$ cat src/rtl/keyed_fixed_window_rate_limiter_unit_assert.svh
// assertion macros for the keyed fixed-window rate limiter
`ifndef KEYED_FIXED_WINDOW_RATE_LIMITER_UNIT_ASSERT_SVH
`define KEYED_FIXED_WINDOW_RATE_LIMITER_UNIT_ASSERT_SVH

// same-cycle implication, clocked on clk, off during reset
`define KFWRL_ASSERT_NOW(label, ante, cons, msg) \
	label: assert property (@(posedge clk) disable iff (!arst_n) (ante) |-> (cons)) \
		else $error(msg);

// next-cycle implication, clocked on clk, off during reset
`define KFWRL_ASSERT_NEXT(label, ante, cons, msg) \
	label: assert property (@(posedge clk) disable iff (!arst_n) (ante) |=> (cons)) \
		else $error(msg);

`endif

$ cat src/rtl/kfwrl_pkg.sv
// shared types and constants of the keyed fixed-window rate limiter
package kfwrl_pkg;

	localparam int USER_W    = 16;
	localparam int CHAN_W    = 16;
	localparam int TIME_W    = 32;
	localparam int COUNT_W   = 16;
	localparam int LIMIT_W   = 8;
	localparam int WIN_W     = 10;
	localparam int REMOVED_W = 7;

	localparam logic [LIMIT_W-1:0]   LIMIT_MIN   = 8'd1;
	localparam logic [WIN_W-1:0]     WINDOW_MIN  = 10'd1;
	localparam logic [WIN_W-1:0]     WINDOW_MAX  = 10'd999;
	localparam logic [REMOVED_W-1:0] REMOVED_MAX = 7'd127;
	localparam logic [COUNT_W-1:0]   COUNT_ONE   = 16'd1;

	localparam int QUEUE_DEPTH = 2;
	localparam int QPTR_W      = 1;
	localparam int QCNT_W      = 2;

	typedef enum logic [1:0] {
		CMD_CHECK  = 2'd0,
		CMD_RECORD = 2'd1,
		CMD_SWEEP  = 2'd2,
		CMD_DROP   = 2'd3
	} cmd_t;

	typedef enum logic [1:0] {
		ST_CLEAR,
		ST_IDLE,
		ST_WALK,
		ST_UPDATE
	} eng_state_t;

	typedef struct packed {
		cmd_t               cmd;
		logic [USER_W-1:0]  user;
		logic [CHAN_W-1:0]  chan;
		logic [TIME_W-1:0]  now;
		logic [LIMIT_W-1:0] limit;
		logic [WIN_W-1:0]   win;
		logic               throttle_en;
		logic               record_en;
		logic               sweep_hold;
	} job_t;

	typedef struct packed {
		logic               valid;
		logic [USER_W-1:0]  user;
		logic [CHAN_W-1:0]  chan;
		logic [TIME_W-1:0]  start;
		logic [COUNT_W-1:0] count;
	} entry_t;

	typedef struct packed {
		logic                 throttled;
		logic                 entry_found;
		logic                 table_full;
		logic [REMOVED_W-1:0] removed_count;
	} result_t;

endpackage

$ cat src/rtl/kfwrl_queue.sv
// short queue of classified items between front and engine
module kfwrl_queue (
	input  logic            clk,
	input  logic            arst_n,
	input  kfwrl_pkg::job_t push_data,
	input  logic            push_valid,
	output logic            push_ready,
	output kfwrl_pkg::job_t pop_data,
	output logic            pop_valid,
	input  logic            pop_ready
);

	kfwrl_pkg::job_t                slot_q [kfwrl_pkg::QUEUE_DEPTH];
	logic [kfwrl_pkg::QPTR_W-1:0]   wr_ptr_q;
	logic [kfwrl_pkg::QPTR_W-1:0]   rd_ptr_q;
	logic [kfwrl_pkg::QCNT_W-1:0]   count_q;
	logic                           do_push;
	logic                           do_pop;

	assign push_ready = count_q != kfwrl_pkg::QCNT_W'(kfwrl_pkg::QUEUE_DEPTH);
	assign pop_valid  = count_q != '0;
	assign pop_data   = slot_q[rd_ptr_q];
	assign do_push    = push_valid && push_ready;
	assign do_pop     = pop_valid && pop_ready;

	always_ff @(posedge clk or negedge arst_n) begin
		if (!arst_n) begin
			wr_ptr_q <= '0;
			rd_ptr_q <= '0;
			count_q  <= '0;
		end else begin
			if (do_push) begin
				wr_ptr_q <= wr_ptr_q + kfwrl_pkg::QPTR_W'(1);
			end
			if (do_pop) begin
				rd_ptr_q <= rd_ptr_q + kfwrl_pkg::QPTR_W'(1);
			end
			unique case ({do_push, do_pop})
				2'b10:   count_q <= count_q + kfwrl_pkg::QCNT_W'(1);
				2'b01:   count_q <= count_q - kfwrl_pkg::QCNT_W'(1);
				default: count_q <= count_q;
			endcase
		end
	end

	always_ff @(posedge clk) begin
		if (do_push) begin
			slot_q[wr_ptr_q] <= push_data;
		end
	end

endmodule

$ cat config.mk
export PLATFORM = sky130hd
export DESIGN_NAME = kfwrl_queue
export DESIGN_NICKNAME = d
export VERILOG_FILES = /design/src/rtl/keyed_fixed_window_rate_limiter_unit_assert.svh /design/src/rtl/kfwrl_pkg.sv /design/src/rtl/kfwrl_queue.sv
export SDC_FILE = /design/constraint.sdc
export NUM_CORES = 1
export LEC_CHECK = 0
export ABC_AREA = 1
export BUFFER_PORTS_ARGS = -buffer_cell sky130_fd_sc_hd__clkbuf_2
export CAP_MARGIN = 5
export CORE_MARGIN = 5
export CORE_UTILIZATION = 45
export CTS_BUF_LIST = sky130_fd_sc_hd__clkbuf_4
export DETAILED_ROUTE_END_ITERATION = 7
export PLACE_DENSITY_LB_ADDON = 0.05
export SLEW_MARGIN = 30
export SYNTH_ARGS = -nofsm -noshare
export SYNTH_HDL_FRONTEND = slang
export SYNTH_SLANG_ARGS = --single-unit
$ cat constraint.sdc
create_clock -name clk -period 11.29 [get_ports clk]
set_input_delay 2.258 -clock clk [delete_from_list [all_inputs] [get_ports clk]]
set_output_delay 2.258 -clock clk [all_outputs]
set_load 0.02 [all_outputs]
==> flow_summary.json <==
{
  "p_clk_share_pct": 18.0,
  "num_rows": 44,
  "synth_mux_area_share_pct": 0,
  "grt_pass1_vias": 3993,
  "hp-start": "count_q[1]",
  "ys.warnings.count": 0,
  "worst_slack_ns": 6.33,
  "synth_top_cell_by_area": "edfxtp_1",
  "dpl.hpwl_um": 8140,
  "route.detailed.drc": 0,
  "drtPass1Iterations": 5,
  "crit_required_ns": 9.03,
  "final_net_count": 758,
  "worst_pin_slew_ns": 0.952,
  "pin_count": 180,
  "synth_cell_types": 14,
  "drtIter0Drc": 264,
  "max_clock_freq_ghz": 0.202,
  "synth_cells": 484,
  "period_minus_slack_ns": 4.96,
  "final.period_utilization_pct": 43.9,
  "core_area_um2": 14400,
  "power.density_nw_per_um2": 267,
  "critPathKind": "reg -> out",
  "pwr-share-seq_pct": 45.1,
  "antenna_found_initial": 0,
  "die_area_um2": 17100,
  "cts_resized": 0,
  "status": "complete, no violations",
  "dp_slack_ns": 6.78,
  "skew_ns": 0.0113,
  "insertion_delay_ns": 0.54,
  "slew_viol_final": 0,
  "utilization_pct": 55.0,
  "synth_seq_area_share_pct": 81.3,
  "grt_pass1_wl_um": 19700,
  "cp-startpoint": "rd_ptr_q",
  "setup_violations": 0,
  "swShare_pct": 38.7,
  "p_leak_nw": 3.47,
  "worstSetupEndpointType": "primary output",
  "finalPower_mw": 2.12,
  "final_antenna_net_count": 0,
  "reg2reg_from": "count_q[0]",
  "relSlewSlack_pct": 36.5,
  "synth-simple-area-share_pct": 16.0,
  "floorplan.initialDensity_pct": 45.4,
  "hold_buffers": 0,
  "switchingPower_uw": 818,
  "portBuffers": 179,
  "start_kind": "register",
  "routabilityCongestion": 0.736,
  "cts.reportedPaths.clkPinSlew_ns": 0.13,
  "pwr-share-comb_pct": 36.9,
  "finalHoldViolCount": 0,
  "routedWlPerCell_um": 15.1,
  "synth_top_family_by_area": "simple AND/OR/NAND/NOR gates",
  "max_cap_violations": 0,
  "final_area_um2": 7940,
  "ys_seq_elements": 178,
  "rsz0062_at_grt": "no",
  "synthAdderAreaFrac_pct": 0.191,
  "p_int_mw": 1.30,
  "netlist_area_um2": 6550,
  "die-height_um": 131,
  "placed_cells": 830,
  "critPathArrivalTime_ns": 2.70,
  "cts_setup_buffers": 0,
  "stdcell_count": 863,
  "cts_tree": "yes",
  "yosys.area_share.xor_xnor_pct": 0.134,
  "diodes": 0,
  "synth_compound_area_share_pct": 0.0764,
  "hold_slack_ns": 0.524,
  "tns_ns": 0,
  "synth_top_area_share_pct": 79.8,
  "grt.overflow.total": 0,
  "ir_worst_vdd_mv": 0.137,
  "area_delta_synth_final_pct": 21.2,
  "grt_max_degree": 90,
  "clock_tree.buffer_depth": 2,
  "postPlaceCellArea_um2": 7590,
  "grtUsageTotal_pct": 15.6,
  "synth.area.top_cells": "edfxtp_1, nand2_1, dfrtp_1, buf_2, buf_6",
  "fp.dieW_um": 131,
  "syn_area_per_cell_um2": 13.5,
  "vias": 4017,
  "clock-sinks": 178,
  "htree_levels": 4,
  "hp-class": "reg -> reg",
  "drive_above_1_share_pct": 32.0,
  "cp_max_fo": 88,
  "cts_root_buffer": "clkbuf_4",
  "wirelength_um": 13000,
  "syn_nets": 576,
  "via_per_inst": 4.65,
  "numCtsBuffers": 17
}
## metal layers
| layer | global-route usage [%] | up-vias | routed length (um) |
|---|---|---|---|
| met5 | 0 | - | 0 |
| met4 | 6.90 | 0 | 329 |
| met3 | 6.67 | 23 | 1260 |
| met2 | 25.3 | 135 | 6090 |
| met1 | 18.2 | 1862 | 5360 |
| li1 | - | 1997 | - |
## Yosys cell counts
| cell type | n |
|---|---|
| buf_4 | 4 |
| buf_2 | 12 |
| inv_4 | 1 |
| nand2_1 | 271 |
| inv_1 | 6 |
| nand3_1 | 2 |
| buf_6 | 3 |
| ha_1 | 1 |
| nand4_1 | 1 |
| a21oi_1 | 1 |
| edfxtp_1 | 174 |
| nor2_1 | 3 |
| xnor2_1 | 1 |
| dfrtp_1 | 4 |
## placed cells by master, fill, tap and decap left out, types with 2 or more instances in the layout
cell / synthesis / routed
clkbuf_2: 0 / 179
nor2_4: 0 / 2
nand3_1: 2 / 2
clkinv_4: 0 / 2
clkinv_2: 0 / 4
nand2_1: 271 / 271
bufinv_16: 0 / 4
inv_1: 6 / 6
edfxtp_1: 174 / 174
clkbuf_4: 0 / 21
dfrtp_1: 4 / 3
## path summary, 6_finish.rpt
| check | to | slack (ns) | cells after the start |
|---|---|---|---|
| setup / recovery | pop_data[31] | 6.33 | 5 |
| hold / removal | count_q[1] | 0.52 | 2 |
| setup reg to reg | slot_q[1][58] | 8.73 | 5 |
| hold reg to reg | count_q[1] | 0.52 | 2 |
| max in group asynchronous | rd_ptr_q | 9.66 | 1 |
| min in group asynchronous | count_q[1] | 1.49 | 1 |
## kinds of logic (layout without fill, tap and decap cells)
family,count (synthesis),count (layout)
AND/OR/NAND/NOR,277,277
flip-flops,178,178
adder cells (fa/ha/maj),1,1
AO/OA/AOI/OAI,1,1
XOR/XNOR,1,1
buffers and inverters,26,221
## layout make-up
type	instances	area (um2)
fillers	1261	6490
flip-flops and latches	178	5330
multi-input cells	280	1090
repair buffers	182	942
well taps	184	230
clock inverters	11	161
clock buffers	21	158
inverters	7	28.8
## power groups by stage
stage	registers [mW]	logic (mW)	clock network, mW
finish	0.955	0.780	0.381
global route	0.970	0.861	0.425
CTS	0.988	0.762	0.393
detailed placement	1.00	0.760	0
global placement	1.00	0.753	0
floorplan	0.963	0.539	0
## flip-flops by register name, summed over array words and instances, names as in the netlist
register,cells
rd_ptr_q,1
wr_ptr_q,1
count_q,2
slot_q,174
## worst max-delay path: stages, from the launching register on
cell and delay (ns):
dfrtp_4 0.67, buf_16 0.28, inv_4 0.68, nand2_1 0.12, nand2_1 0.13, clkbuf_2 0.18
Power figures use the tool's default switching activity.
