## src/rtl/keyed_fixed_window_rate_limiter_unit_assert.svh

```systemverilog
// assertion macros for the keyed fixed-window rate limiter
`ifndef KEYED_FIXED_WINDOW_RATE_LIMITER_UNIT_ASSERT_SVH
`define KEYED_FIXED_WINDOW_RATE_LIMITER_UNIT_ASSERT_SVH

// same-cycle implication, clocked on clk, off during reset
`define KFWRL_ASSERT_NOW(label, ante, cons, msg) \
	label: assert property (@(posedge clk) disable iff (!arst_n) (ante) |-> (cons)) \
		else $error(msg);

// next-cycle implication, clocked on clk, off during reset
`define KFWRL_ASSERT_NEXT(label, ante, cons, msg) \
	label: assert property (@(posedge clk) disable iff (!arst_n) (ante) |=> (cons)) \
		else $error(msg);

`endif

```

## src/rtl/kfwrl_pkg.sv

```systemverilog
// shared types and constants of the keyed fixed-window rate limiter
package kfwrl_pkg;

	localparam int USER_W    = 16;
	localparam int CHAN_W    = 16;
	localparam int TIME_W    = 32;
	localparam int COUNT_W   = 16;
	localparam int LIMIT_W   = 8;
	localparam int WIN_W     = 10;
	localparam int REMOVED_W = 7;

	localparam logic [LIMIT_W-1:0]   LIMIT_MIN   = 8'd1;
	localparam logic [WIN_W-1:0]     WINDOW_MIN  = 10'd1;
	localparam logic [WIN_W-1:0]     WINDOW_MAX  = 10'd999;
	localparam logic [REMOVED_W-1:0] REMOVED_MAX = 7'd127;
	localparam logic [COUNT_W-1:0]   COUNT_ONE   = 16'd1;

	localparam int QUEUE_DEPTH = 2;
	localparam int QPTR_W      = 1;
	localparam int QCNT_W      = 2;

	typedef enum logic [1:0] {
		CMD_CHECK  = 2'd0,
		CMD_RECORD = 2'd1,
		CMD_SWEEP  = 2'd2,
		CMD_DROP   = 2'd3
	} cmd_t;

	typedef enum logic [1:0] {
		ST_CLEAR,
		ST_IDLE,
		ST_WALK,
		ST_UPDATE
	} eng_state_t;

	typedef struct packed {
		cmd_t               cmd;
		logic [USER_W-1:0]  user;
		logic [CHAN_W-1:0]  chan;
		logic [TIME_W-1:0]  now;
		logic [LIMIT_W-1:0] limit;
		logic [WIN_W-1:0]   win;
		logic               throttle_en;
		logic               record_en;
		logic               sweep_hold;
	} job_t;

	typedef struct packed {
		logic               valid;
		logic [USER_W-1:0]  user;
		logic [CHAN_W-1:0]  chan;
		logic [TIME_W-1:0]  start;
		logic [COUNT_W-1:0] count;
	} entry_t;

	typedef struct packed {
		logic                 throttled;
		logic                 entry_found;
		logic                 table_full;
		logic [REMOVED_W-1:0] removed_count;
	} result_t;

endpackage

```

## src/rtl/kfwrl_if.sv

```systemverilog
// request and response channel interfaces of the rate limiter
interface kfwrl_req_if;
	logic                          valid;
	logic                          ready;
	logic [1:0]                    command;
	logic [kfwrl_pkg::USER_W-1:0]  user_id;
	logic [kfwrl_pkg::CHAN_W-1:0]  channel_id;
	logic [kfwrl_pkg::TIME_W-1:0]  now_seconds;
	logic [kfwrl_pkg::LIMIT_W-1:0] limit_count;
	logic [kfwrl_pkg::WIN_W-1:0]   window_seconds;
	logic                          mode_on;
	logic                          is_local;
	logic                          is_exempt;

	modport source (
		output valid, command, user_id, channel_id, now_seconds, limit_count,
			window_seconds, mode_on, is_local, is_exempt,
		input  ready
	);
	modport sink (
		input  valid, command, user_id, channel_id, now_seconds, limit_count,
			window_seconds, mode_on, is_local, is_exempt,
		output ready
	);
endinterface


```

## src/rtl/kfwrl_front.sv

```systemverilog
// front stage: accepts request items, clamps operands and classifies them
module kfwrl_front (
	input  logic            clk,
	input  logic            arst_n,
	kfwrl_req_if.sink       req,
	output kfwrl_pkg::job_t job,
	output logic            job_valid,
	input  logic            job_ready
);

	kfwrl_pkg::job_t job_d;
	kfwrl_pkg::job_t job_s1;
	logic            valid_s1;
	logic            accept;

	assign req.ready = !valid_s1 || job_ready;
	assign accept    = req.valid && req.ready;

	always_comb begin
		job_d.cmd         = kfwrl_pkg::cmd_t'(req.command);
		job_d.user        = req.user_id;
		job_d.chan        = req.channel_id;
		job_d.now         = req.now_seconds;
		job_d.limit       = (req.limit_count == '0) ? kfwrl_pkg::LIMIT_MIN : req.limit_count;
		job_d.throttle_en = req.mode_on && req.is_local && !req.is_exempt;
		job_d.record_en   = req.mode_on && req.is_local;
		job_d.sweep_hold  = req.mode_on;
		priority if (req.window_seconds == '0) begin
			job_d.win = kfwrl_pkg::WINDOW_MIN;
		end else if (req.window_seconds > kfwrl_pkg::WINDOW_MAX) begin
			job_d.win = kfwrl_pkg::WINDOW_MAX;
		end else begin
			job_d.win = req.window_seconds;
		end
	end

	always_ff @(posedge clk or negedge arst_n) begin
		if (!arst_n) begin
			valid_s1 <= 1'b0;
		end else if (req.ready) begin
			valid_s1 <= req.valid;
		end
	end

	always_ff @(posedge clk) begin
		if (accept) begin
			job_s1 <= job_d;
		end
	end

	assign job       = job_s1;
	assign job_valid = valid_s1;

endmodule

```

## src/flat_wrapper.sv

```systemverilog
// flat-port wrapper written by rule: the top's interface ports become plain ports
module kfwrl_front_flat 
  (clk, arst_n, job, job_valid, job_ready, req_valid, req_command, req_user_id, req_channel_id, req_now_seconds, req_limit_count, req_window_seconds, req_mode_on, req_is_local, req_is_exempt, req_ready);
  kfwrl_req_if req_i ();
  input  logic clk;
  input  logic arst_n;
  output kfwrl_pkg::job_t job;
  output logic job_valid;
  input  logic job_ready;
  input wire logic [$bits(req_i.valid)-1:0] req_valid;
  input wire logic [$bits(req_i.command)-1:0] req_command;
  input wire logic [$bits(req_i.user_id)-1:0] req_user_id;
  input wire logic [$bits(req_i.channel_id)-1:0] req_channel_id;
  input wire logic [$bits(req_i.now_seconds)-1:0] req_now_seconds;
  input wire logic [$bits(req_i.limit_count)-1:0] req_limit_count;
  input wire logic [$bits(req_i.window_seconds)-1:0] req_window_seconds;
  input wire logic [$bits(req_i.mode_on)-1:0] req_mode_on;
  input wire logic [$bits(req_i.is_local)-1:0] req_is_local;
  input wire logic [$bits(req_i.is_exempt)-1:0] req_is_exempt;
  output wire logic [$bits(req_i.ready)-1:0] req_ready;
  assign req_i.valid = req_valid;
  assign req_i.command = req_command;
  assign req_i.user_id = req_user_id;
  assign req_i.channel_id = req_channel_id;
  assign req_i.now_seconds = req_now_seconds;
  assign req_i.limit_count = req_limit_count;
  assign req_i.window_seconds = req_window_seconds;
  assign req_i.mode_on = req_mode_on;
  assign req_i.is_local = req_is_local;
  assign req_i.is_exempt = req_is_exempt;
  assign req_ready = req_i.ready;
  kfwrl_front u_core (.clk(clk), .arst_n(arst_n), .req(req_i), .job(job), .job_valid(job_valid), .job_ready(job_ready));
endmodule
```

## config.mk

```make
export PLATFORM = sky130hd
export DESIGN_NAME = kfwrl_front_flat
export DESIGN_NICKNAME = d
export VERILOG_FILES = /design/src/rtl/keyed_fixed_window_rate_limiter_unit_assert.svh /design/src/rtl/kfwrl_pkg.sv /design/src/rtl/kfwrl_if.sv /design/src/rtl/kfwrl_front.sv /design/src/flat_wrapper.sv
export SDC_FILE = /design/constraint.sdc
export NUM_CORES = 1
export LEC_CHECK = 0
export BUFFER_PORTS_ARGS = -buffer_cell sky130_fd_sc_hd__buf_2
export CAP_MARGIN = 10
export CELL_PAD_IN_SITES_DETAIL_PLACEMENT = 0
export CELL_PAD_IN_SITES_GLOBAL_PLACEMENT = 2
export CORE_MARGIN = 2
export CORE_UTILIZATION = 24
export DETAILED_ROUTE_END_ITERATION = 8
export PLACE_DENSITY_LB_ADDON = 0.1
export SYNTH_ARGS = -nofsm -noshare
export SYNTH_HDL_FRONTEND = slang
export SYNTH_SLANG_ARGS = --single-unit
```

## constraint.sdc

```tcl
create_clock -name clk -period 2.7 [get_ports clk]
set_input_delay 0.405 -clock clk [delete_from_list [all_inputs] [get_ports clk]]
set_output_delay 0.405 -clock clk [all_outputs]
set_load 0.02 [all_outputs]
```

==> impl_results.html <==
<table>
<tr><th>Metric</th><th>Value</th></tr>
<tr><th colspan="2">Routing</th></tr>
<tr><td>Wire length per cell</td><td>14.5 um</td></tr>
<tr><td>Number of remaining DRC errors</td><td>0</td></tr>
<tr><td>Total wire length after detailed routing</td><td>~6500 um</td></tr>
<tr><td>First-iteration detailed-routing DRC count</td><td>44</td></tr>
<tr><td>Initial DRT Pass Iterations</td><td>4</td></tr>
<tr><td>Vias post-DR</td><td>1710</td></tr>
<tr><td>Number of routed nets with antenna violations</td><td>0</td></tr>
<tr><td>Detailed-route vias per instance</td><td>~3.8</td></tr>
<tr><th colspan="2">Power</th></tr>
<tr><td>Leakage power of the design</td><td>1.78 nW</td></tr>
<tr><td>Areal power density over the cells</td><td>775 mW/mm2</td></tr>
<tr><td>Maximum resistive drop on vdd</td><td>0.000358 V</td></tr>
<tr><th colspan="2">Worst setup path</th></tr>
<tr><td>Endpoint of the lowest-slack register-to-register path</td><td>u_core.job[52]</td></tr>
<tr><td>Kind of start point of the critical path</td><td>flop</td></tr>
<tr><td>Arrival @ worst endpoint</td><td>1.43 ns</td></tr>
<tr><td>Setup slack, reg-to-reg</td><td>1.29 ns</td></tr>
<tr><td>Capturing element type of the critical path</td><td>flop</td></tr>
<tr><td>Register-to-Register Path Depth</td><td>3</td></tr>
<tr><td>CP Class</td><td>reg2reg</td></tr>
<tr><td>Required time worst endpoint</td><td>2.72 ns</td></tr>
<tr><td>Max FO, Critical Path</td><td>19</td></tr>
<tr><td>Startpoint of the lowest-slack register-to-register path</td><td>u_core.job_valid</td></tr>
<tr><th colspan="2">Floorplan</th></tr>
<tr><td>Initial core utilization</td><td>0.246</td></tr>
<tr><td>Site Rows</td><td>39</td></tr>
<tr><td>Horizontal die dimension</td><td>112 um</td></tr>
<tr><td>Number of primary I/O pins</td><td>180</td></tr>
<tr><td>Total die area</td><td>0.0126 mm2</td></tr>
<tr><td>Die height</td><td>112 um</td></tr>
<tr><td>Placeable core region</td><td>0.0114 mm2</td></tr>
<tr><th colspan="2">Yosys</th></tr>
<tr><td>Synthesized area per cell</td><td>approximately 23 um2</td></tr>
<tr><td>Number of nets produced by synthesis</td><td>212</td></tr>
<tr><td>Number of synthesis warnings</td><td>0</td></tr>
<tr><td>Number of flip-flops and latches in the synthesized netlist</td><td>88</td></tr>
<tr><td>Cell Area, Synth</td><td>~0.0028 mm2</td></tr>
<tr><td>Share of the yosys chip area belonging to registers</td><td>0.939</td></tr>
<tr><td>Post-Synthesis Cells</td><td>roughly 120</td></tr>
<tr><td>Post-synth cell types</td><td>15</td></tr>
<tr><th colspan="2">Clock network</th></tr>
<tr><td>Inserted Clock Buffers</td><td>9</td></tr>
<tr><td>Number of H-tree branching levels</td><td>3</td></tr>
<tr><td>Clk pin slew, worst setup/hold paths</td><td>0.06 ns</td></tr>
<tr><td>Post-CTS repair timing setup buffer count</td><td>0</td></tr>
<tr><td>Worst skew pair latency</td><td>0.33 ns</td></tr>
<tr><td>Master cell of the clock root buffer</td><td>sky130_fd_sc_hd__clkbuf_16</td></tr>
<tr><td>Clock tree from TritonCTS</td><td>yes</td></tr>
<tr><td>Maximum number of buffers from clock root to sink</td><td>2</td></tr>
<tr><td>Clk sink count</td><td>88</td></tr>
<tr><th colspan="2">Layout</th></tr>
<tr><td>Number of nets in the final layout</td><td>394</td></tr>
<tr><td>Most common cell after layout, fill and taps aside</td><td>sky130_fd_sc_hd__buf_2</td></tr>
<tr><td># diodes</td><td>0</td></tr>
<tr><td>Layout cell share with drive strength beyond 1</td><td>0.643</td></tr>
<tr><td>Commonest non-fill, non-tap cells in the layout</td><td>sky130_fd_sc_hd__buf_2, sky130_fd_sc_hd__edfxtp_1, sky130_fd_sc_hd__clkbuf_16</td></tr>
<tr><td>Area grow syn2layout</td><td>50.3%</td></tr>
<tr><td>Post-route design area</td><td>0.00422 mm2</td></tr>
<tr><th colspan="2">Timing</th></tr>
<tr><td>Setup repair after global routing missed its margin</td><td>no</td></tr>
<tr><td>Period utilization</td><td>0.522</td></tr>
<tr><td>Worst Skew</td><td>0.00418 ns</td></tr>
<tr><td>Setup slack after layout</td><td>1.29 ns</td></tr>
<tr><td>Final setup fails</td><td>0</td></tr>
<tr><td>Pin slew with the least headroom to its limit</td><td>~0.29 ns</td></tr>
<tr><td>Setup Total Neg Slack</td><td>0 ns</td></tr>
<tr><td>Period minus WS final</td><td>1.41 ns</td></tr>
<tr><td>Fin. max-slew vios</td><td>0</td></tr>
<tr><td>Worst slew margin relative to its limit</td><td>0.806</td></tr>
<tr><td>Hold Vio Cnt, Final</td><td>0</td></tr>
<tr><td>Fmax</td><td>709 MHz</td></tr>
<tr><th colspan="2">Placement</th></tr>
<tr><td>Cell area after placement</td><td>about 0.0039 mm2</td></tr>
<tr><td>Half-perimeter wire length of the detailed placement result</td><td>5000 um</td></tr>
<tr><td>Number of buffers inserted by port buffering</td><td>179</td></tr>
<tr><td>Worst setup slack after placement</td><td>1.13 ns</td></tr>
<tr><td>Routability congestion estimate</td><td>0.675</td></tr>
<tr><th colspan="2">Run status</th></tr>
<tr><td>Outcome</td><td>finished clean</td></tr>
<tr><th colspan="2">GRT</th></tr>
<tr><td>First-pass GRT wire length</td><td>9480 um</td></tr>
<tr><td>Number of antenna violations at the first check in global routing</td><td>0</td></tr>
<tr><td>Total overflow reported by the global router</td><td>0</td></tr>
<tr><td>Pin count of the biggest net entering global routing</td><td>39</td></tr>
<tr><td>Overall Global Routing Usage</td><td>0.103</td></tr>
<tr><td>Vias in the first global route</td><td>~1700</td></tr>
<tr><th colspan="2">Worst hold path</th></tr>
<tr><td>Endpoint, Worst Hold</td><td>u_core.job[86]</td></tr>
<tr><td>Instance count along the most critical hold path</td><td>1</td></tr>
<tr><td>Path class of the lowest-slack min-delay path</td><td>in2reg</td></tr>
<tr><td>Worst hold path startpoint</td><td>req_command[1]</td></tr>
<tr><th colspan="2">Flow run</th></tr>
<tr><td>Maxcap violations</td><td>0</td></tr>
</table>
## stage by stage
step / hold slack, ns / std cells / total power, mW / utilization
4_1_cts: 0.228 / 451 / 3.33 / 0.370
3_3_place_gp: 0.181 / 434 / 1.93 / 0.339
6_report: 0.245 / 451 / 3.27 / 0.370
5_1_grt: 0.228 / 451 / 3.41 / 0.370
2_1_floorplan: 0.109 / 121 / 1.78 / -
3_5_place_dp: 0.180 / 434 / 1.93 / 0.339
## cell usage after synthesis, drive strengths merged
master,number,area share
clkbuf,12,0.016
dfrtp,1,0.0089
nor3,3,0.0071
and2,2,0.0045
a21o,1,0.0027
nor2,2,0.0027
edfxtp,87,0.93
nand3,1,0.0018
nor4,2,0.0045
or2,2,0.0045
nand2,1,0.0013
a31oi,1,0.0022
nor2b,3,0.0067
nand2b,3,0.0067
## final cells by class
cell class	count	area (um2)
clock inverters	7	110
repair buffers	183	941
fillers	1151	7200
flip-flops and latches	88	2640
well taps	143	179
clock buffers	9	225
multi-input cells	21	128
## state kept, by name, indices dropped and copies added, names as in the netlist
| register | flops |
|---|---|
| u_core.job | 87 |
| u_core.job_valid | 1 |
## per-layer routing
metal,wire [um],up-vias,track usage
li1,-,823,-
met1,2500,786,0.110
met2,3220,94,0.166
met3,666,7,0.0427
met4,142,0,0.0683
met5,0,-,0
## kinds of logic after synthesis
kind of cell,count (synthesis),synth area share
and+or+nand+nor,19,0.0397
DFF,88,0.939
buffers and inverters,12,0.0160
AOI/OAI and AO/OA,2,0.00490
## timing repair
action                                 in CTS  in global routing
endpoints found under the hold margin       1                  0
hold buffers                                1                  0
gates resized for setup                     0                  0
## report_power, final
group	internal [mW]	switching, mW	total [mW]
sequential	1.59	0.0149	1.61
clock	0.895	0.482	1.38
combinational	0.106	0.180	0.286
total	2.59	0.677	3.27
## worst max path at each step
stage / from / cells after the start / endpoint / slack (ns)
after global placement: job_ready / 4 / u_core.job[52] / 1.13
final: u_core.job_valid / 3 / u_core.job[52] / 1.29
after floorplan: u_core.job_valid / 2 / u_core.job[0] / 0.43
after CTS: u_core.job_valid / 3 / u_core.job[72] / 1.26
after detailed placement: job_ready / 4 / u_core.job[52] / 1.13
after global routing: u_core.job_valid / 3 / u_core.job[29] / 1.17
## critical path, cell delays in order (launching register included)
cell and delay [ns]:
sky130_fd_sc_hd__dfrtp_1 0.38, sky130_fd_sc_hd__nand2b_1 0.11, sky130_fd_sc_hd__and2_4 0.29, sky130_fd_sc_hd__buf_4 0.31
No activity file was read; power rests on OpenSTA's default activity.
